`src/sv/lpht_pkg.sv`:
```
// Package with shared types and constants for the linear probing hash table.
`timescale 1ns / 1ps
package lpht_pkg;
  typedef enum logic [1:0] {
    MARK_EMPTY = 2'd0,
    MARK_LIVE  = 2'd1,
    MARK_TOMB  = 2'd2
  } mark_t;

  typedef enum logic [2:0] {
    ST_FOUND    = 3'd0,
    ST_UPDATED  = 3'd1,
    ST_INSERTED = 3'd2,
    ST_REMOVED  = 3'd3,
    ST_NOTFOUND = 3'd4,
    ST_FULL     = 3'd5
  } status_t;

  typedef enum logic [1:0] {
    OP_LOOKUP = 2'd0,
    OP_SET    = 2'd1,
    OP_REMOVE = 2'd2
  } opcode_t;

  typedef enum logic [3:0] {
    S_IDLE, S_CLEAR, S_HASH, S_READ, S_CHECK, S_WRITE, S_DONE
  } state_t;

  // The home slot is taken from the low hash bits, so the table size stays a
  // power of two.
  localparam int SLOTS = 4096;

  localparam logic [63:0] MIX_A = 64'h5555555555555555;
  localparam logic [63:0] MIX_B = 64'd17316035218449499591;
  localparam logic [11:0] FILL_RESET = 12'd3276;
endpackage

```
`src/sv/lpht_mixer.sv`:
```
// Key hash: two xor-shift-multiply rounds on one 32x32 multiplier over cycles.
`timescale 1ns / 1ps
module lpht_mixer (
  input  logic        clk,
  input  logic        rst_n,
  input  logic        start,
  input  logic [63:0] key,
  output logic        done,
  output logic [63:0] hash
);
  // Each round: x ^= x>>32, then x*M mod 2^64 from three 32x32 products.
  logic [63:0] x_r, x_nxt;
  logic [63:0] acc_r, acc_nxt;
  logic [2:0]  step_r, step_nxt;
  logic        round_r, round_nxt;
  logic        busy_r, busy_nxt;
  logic        done_r, done_nxt;
  logic [31:0] ma, mb;
  logic [63:0] prod;
  logic [63:0] mconst;

  assign mconst = round_r ? lpht_pkg::MIX_B : lpht_pkg::MIX_A;

  always_comb begin
    case (step_r)
      3'd0: begin ma = x_r[31:0];  mb = mconst[31:0];  end
      3'd1: begin ma = x_r[63:32]; mb = mconst[31:0];  end
      default: begin ma = x_r[31:0]; mb = mconst[63:32]; end
    endcase
  end

  assign prod = {32'd0, ma} * {32'd0, mb};

  always_comb begin
    x_nxt = x_r;
    acc_nxt = acc_r;
    step_nxt = step_r;
    round_nxt = round_r;
    busy_nxt = busy_r;
    done_nxt = 1'b0;
    if (start) begin
      x_nxt = key ^ {32'd0, key[63:32]};
      acc_nxt = '0;
      step_nxt = '0;
      round_nxt = 1'b0;
      busy_nxt = 1'b1;
    end else if (busy_r) begin
      case (step_r)
        3'd0: begin acc_nxt = prod; step_nxt = 3'd1; end
        3'd1: begin acc_nxt = acc_r + {prod[31:0], 32'd0}; step_nxt = 3'd2; end
        default: begin
          if (round_r) begin
            busy_nxt = 1'b0;
            done_nxt = 1'b1;
            x_nxt = acc_r + {prod[31:0], 32'd0};
          end else begin
            x_nxt = (acc_r + {prod[31:0], 32'd0})
                  ^ {32'd0, acc_r[63:32] + prod[31:0]};
            round_nxt = 1'b1;
          end
          step_nxt = 3'd0;
        end
      endcase
    end
  end

  always_ff @(posedge clk) begin
    x_r <= x_nxt;
    acc_r <= acc_nxt;
    step_r <= step_nxt;
    round_r <= round_nxt;
    if (!rst_n) begin
      busy_r <= 1'b0;
      done_r <= 1'b0;
    end else begin
      busy_r <= busy_nxt;
      done_r <= done_nxt;
    end
  end

  assign done = done_r;
  assign hash = x_r;
endmodule

```
`config.mk`:
```
export PLATFORM = sky130hd
export DESIGN_NAME = lpht_mixer
export DESIGN_NICKNAME = d
export VERILOG_FILES = /design/src/sv/lpht_pkg.sv /design/src/sv/lpht_mixer.sv
export SDC_FILE = /design/constraint.sdc
export NUM_CORES = 2
export LEC_CHECK = 0
export BUFFER_PORTS_ARGS = -buffer_cell sky130_fd_sc_hd__buf_2
export CORE_ASPECT_RATIO = 1.75
export CORE_MARGIN = 2
export CORE_UTILIZATION = 61
export DETAILED_ROUTE_END_ITERATION = 8
export PLACE_DENSITY = 0.89
export SYNTH_ARGS = -nofsm -noshare
export SYNTH_HDL_FRONTEND = slang
export SYNTH_SLANG_ARGS = --single-unit
```
`constraint.sdc`:
```
create_clock -name clk -period 25.4 [get_ports clk]
set_input_delay 2.54 -clock clk [delete_from_list [all_inputs] [get_ports clk]]
set_output_delay 2.54 -clock clk [all_outputs]
set_load 0.005 [all_outputs]
```
; Word level (Yosys, flattened, before mapping)
; Index checks and enable logic that the tools add are counted.
[classes]
muxes = 14
eq_ne = 2
n_addsub = 2
bitwise = 5
n_mul = 1
n_reduce_logical = 8
[ops]
columns = op, n
row1 = 2-to-1 mux 64 bit, 5
row2 = case mux 64 bit (2 select lines), 1
row3 = bitwise XOR 64 x 32 -> 64 bit, 2
row4 = adder 64 bit, 1
row5 = multiplier 32 x 32 -> 64 bit, 1
row6 = 2-to-1 mux 32 bit, 2
row7 = adder 32 bit, 1
row8 = AND reduction 2 bit, 3
row9 = 2-to-1 mux 1 bit, 5
row10 = OR reduction 5 bit, 1
row11 = case mux 2 bit (2 select lines), 1
row12 = nonzero test 2 bit, 2
row13 = == test 3 x 1 -> 1 bit (second input constant), 1
row14 = zero test 3 bit, 1
row15 = NOT 1 bit, 3
row16 = != test 2 x 1 -> 1 bit (second input constant), 1
row17 = OR reduction 2 bit, 1
[totals]
elab_cells = 38
inputBits = 67
reg_bits = 134

; Longest topological paths before layout
[logic_depth]
ltp_word = 10
ltp_mapped = 43
ltp_nobuf = 38

; Worst setup path after synthesis
; No wires, ideal clock.
[synth_path]
kind = register to register
startpoint = register step_r[1]
endpoint = register x_r[30], in the netlist hash[30] (data pin)
required_ns = 25.141
period_less_slack_ns = 10.227
t_arrival_ns = 9.968
setup_slack_ns = 15.173
path_stages_with_launch = 42
cell_sequence = dfxtp_1 -> buf_2 -> nand2b_1 -> clkbuf_1 -> buf_2 -> buf_1 -> clkbuf_1 -> nand2_1 -> nand2_1 -> inv_1 -> nor2_1 -> fa_1 -> fa_1 -> inv_1 -> fa_1 -> fa_1 -> inv_1 -> fa_1 -> [6 not listed] -> clkbuf_1 -> a21oi_1 -> o21ai_1 -> a21oi_1 -> o31ai_1 -> xnor2_1 -> ha_1 -> clkbuf_1 -> a21oi_1 -> o21bai_1 -> nand2_1 -> a32oi_1 -> nand2_1 -> o311ai_0 -> o211ai_1 -> xnor2_1 -> a21boi_0 -> o31a_1
[synth_via]
elab_chain_cells = 10
word_cells_on_any_way = 12
[synth_lines]
columns = item, line
row1 = start: declaration, lpht_mixer.sv:14  ; logic [2:0] step_r, step_nxt;
row2 = start signal: assignment, lpht_mixer.sv:70  ; step_r <= step_nxt;
row3 = == test 3 x 1 -> 1 bit or zero test 3 bit (tied branches), lpht_mixer.sv:25  ; case (step_r)
row4 = OR reduction 2 bit (no source line), n/a
row5 = 2-to-1 mux 32 bit, lpht_mixer.sv:25
row6 = multiplier 32 x 32 -> 64 bit (*), lpht_mixer.sv:32  ; assign prod = {32'd0, ma} * {32'd0, mb};
row7 = adder 32 bit (*), lpht_mixer.sv:58  ; ^ {32'd0, acc_r[63:32] + prod[31:0]};
row8 = bitwise XOR 64 x 32 -> 64 bit (*), lpht_mixer.sv:58
row9 = 2-to-1 mux 64 bit (*), lpht_mixer.sv:52  ; if (round_r) begin
row10 = 2-to-1 mux 64 bit (*), lpht_mixer.sv:48  ; case (step_r)
row11 = 2-to-1 mux 64 bit (*), lpht_mixer.sv:47  ; end else if (busy_r) begin
row12 = 2-to-1 mux 64 bit (*), lpht_mixer.sv:41  ; if (start) begin
row13 = net x_nxt[30], lpht_mixer.sv:12  ; logic [63:0] x_r, x_nxt;
row14 = end signal: assignment, lpht_mixer.sv:68  ; x_r <= x_nxt;
row15 = end: declaration, lpht_mixer.sv:12
; The timed path passes the listed nets; every way through them passes the cells marked *. The select of a mux whose other input is x is not followed.
; A chain may end at the register's enable or synchronous reset.

; Worst setup path after layout
[layout_path]
startpoint = register step_r[0]
endpoint = register x_r[31], in the netlist hash[31] (data pin)
; Same word-level chain as after synthesis.

==> impl_results.md <==
- DIE AREA: 58800 µm²
- Failing checks: capacitance limit
- Setup Viol. Count Final: 0
- Core area: 56300 µm²
- CTS sink cnt: 133
- Largest net degree at the start of global routing: 110
- RSZ-0062 raised after global routing: no
- Post-route ant nets: 0
- Syn_nets: 4859
- DRC violations left: 0
- Drt first pass iters: 9
- Seq/Total Area, Yosys: 9.53%
- Most used cell, CP: fa_1
- GRT Util Overall: 46.4%
- Most common cell after layout, fill and taps aside: inv_1
- Setup Total Neg Slack: 0 ns
- Iteration-0 DRC count of the detailed router: 2365
- Synth unique cells: 79
- CP max-delay cell: nor2_1
- Worst Skew: 0.0130 ns
- Predominant post-synthesis flop cell: dfxtp_1
- Average wire per standard cell: 29.0 µm
- Cell area after synthesis: 34600 µm²
- Crit path required time: 25.57 ns
- HP Class: reg2reg
- Final GP Congestion: 1.08
- Worst skew pair latency: 0.43 ns
- M1 GR Usage: 45.2%
- Worst-Margin Slew: 1.49 ns
- First-pass GRT wire length: 192 mm
- Die H: 319 µm
- Post-CTS Setup Bufs: 0
- Crit path launch type: flip-flop
- Number of global-route vias before repair: 30102
- Final hold violation count: 0
- Slew Limit Fails: 0
- Fmax: 81.3 MHz
- Gate Count Post-Synth: 3652
- Hpwl dp: 109 mm
- Grt ovf: 0
- Asr flop ratio synth: 0%
- Die W: 184 µm
- Most frequent cells in the layout: inv_1 (878), fa_1 (717), ha_1 (423)
- Nets: 4918
- Vias/cell: 6.09
- # rows: 115
- Worst-path fanout max: 22
- Clock root buffer: clkbuf_16
- Post-CTS Resized: 0
- Routed wire length: 130 mm
- Number of max-cap violations: 1
- Initial core utilization: 61.6%
- Routing usage on met3: 13.0%
- CP arrival: 12.47 ns
- Port bufs: 131
- Global routing's busiest layer: met2
- Mapped Avg Cell Area: 9.49 µm²
- Clock transition at the registers of the reported paths: 0.07 ns
- Post-synth EDFFs: 64
- Final period utilization: 48.4%
- CP endpoint kind: flip-flop
- Slew margin rel.: 0.445%
- Min cycle time layout: 12.30 ns
- Register bit total from synthesis: 133
- CTS Buf Count: 17
- Area growth, synth to finish: 5.77%
- WS Path Type: reg2reg
- Boundary Pins: 132
- Met2 Use GR: 74.3%
- Bufs on Longest Clock Path: 2
- CTS Hold Bufs: 0
- CP max stage delay: 0.76 ns
- CTS tree: yes
- Yosys warnings: 0
- Fill count: 4576
- DR vias: 27333
- H-tree levels: 4
- Status: complete, but fails checks
- Initial antenna violation count: 9
- Fraction of layout cells with a size suffix above 1: 5.88%
[worst paths after layout]
| path | from | to | slack, ns | cells past startpoint |
|---|---|---|---|---|
| worst max-delay path | step_r[0] | hash[31] | 13.10 | 36 |
| worst min-delay path | acc_r[32] | acc_r[32] | 0.46 | 2 |
| worst max register to register | step_r[0] | hash[31] | 13.10 | 36 |
| worst min register to register | acc_r[32] | acc_r[32] | 0.46 | 2 |
[critical path: cells and delay by family, from the launching register on]
family	cells	cell delay, ns
xor gates and xnor gates	3	0.91
adders and majority gates	10	4.98
DFF	1	0.61
and+or+nand+nor	10	2.95
AOI/OAI and AO/OA	6	1.43
buffers and inverters	7	1.14
[through the flow]
stage | setup slack [ns] | cells | cell area (µm²) | hold slack, ns | util [%]
2_1_floorplan | 15.17 | 3652 | 34600 | 0.436 | -
3_3_place_gp | 13.50 | 4451 | 36000 | 0.450 | 64.0
3_5_place_dp | 13.45 | 4452 | 36000 | 0.453 | 64.0
4_1_cts | 13.35 | 4484 | 36600 | 0.462 | 65.1
5_1_grt | 12.51 | 4485 | 36600 | 0.484 | 65.1
6_report | 13.10 | 4487 | 36600 | 0.460 | 65.1
[layer usage]
metal  wire length (µm)  vias up
li1                   -    11534
met2              61000     1509
met1              38900    13510
met3              10900      768
met5                 92        -
met4              19300       12
[cell families (layout without fill, tap and decap cells)]
group                      count (synthesis)  count (layout)  share of synthesized area [%]
AOI/OAI and AO/OA                        507             507                           9.09
xor gates and xnor gates                 153             153                           3.91
adders and majority gates               1140            1140                           56.7
buffers and inverters                    998            1070                           10.9
DFF                                      133             133                           9.53
muxes                                     34              34                          0.993
other                                      0               3                              0
and+or+nand+nor                          687             687                           8.92
[final cells by class]
class | instances | area (µm²) | share of cell area [%]
diodes | 3 | 7.51 | 0.0205
repair buffers | 159 | 872 | 2.38
multi-input cells | 2521 | 27600 | 75.3
clock buffers | 17 | 425 | 1.16
flip-flops and latches | 133 | 3310 | 9.03
clock inverters | 15 | 186 | 0.509
inverters | 879 | 3300 | 9.00
well taps | 760 | 951 | 2.59
[synthesized netlist by cell type, drive strengths merged, types with 15 or more instances]
library cell / instances / area (µm²)
nand2b: 29 / 181
xor2: 52 / 455
nor2b: 34 / 213
o21bai: 29 / 218
a31oi: 19 / 125
dfxtp: 69 / 1380
a21o: 40 / 300
nand2: 293 / 1100
buf: 21 / 92.6
and2: 20 / 125
ha: 423 / 5290
xnor2: 100 / 876
and3: 15 / 98.8
nand4: 25 / 156
a211oi: 23 / 173
o21ai: 139 / 699
nor2: 176 / 663
inv: 878 / 3300
edfxtp: 64 / 1920
nand3: 26 / 130
fa: 717 / 14400
a21oi: 163 / 816
nor3: 34 / 170
mux2i: 31 / 310
clkbuf: 98 / 368
[sequential cells by signal, indices dropped and copies added, names as in the netlist]
signal and flops:
acc_r 64, step_r 2, hash 64, busy_r 1
done 1, round_r 1
Power is left out: the tool's default activity adds up to more than one toggle a clock period on the data nets, which glitch-free logic cannot reach.
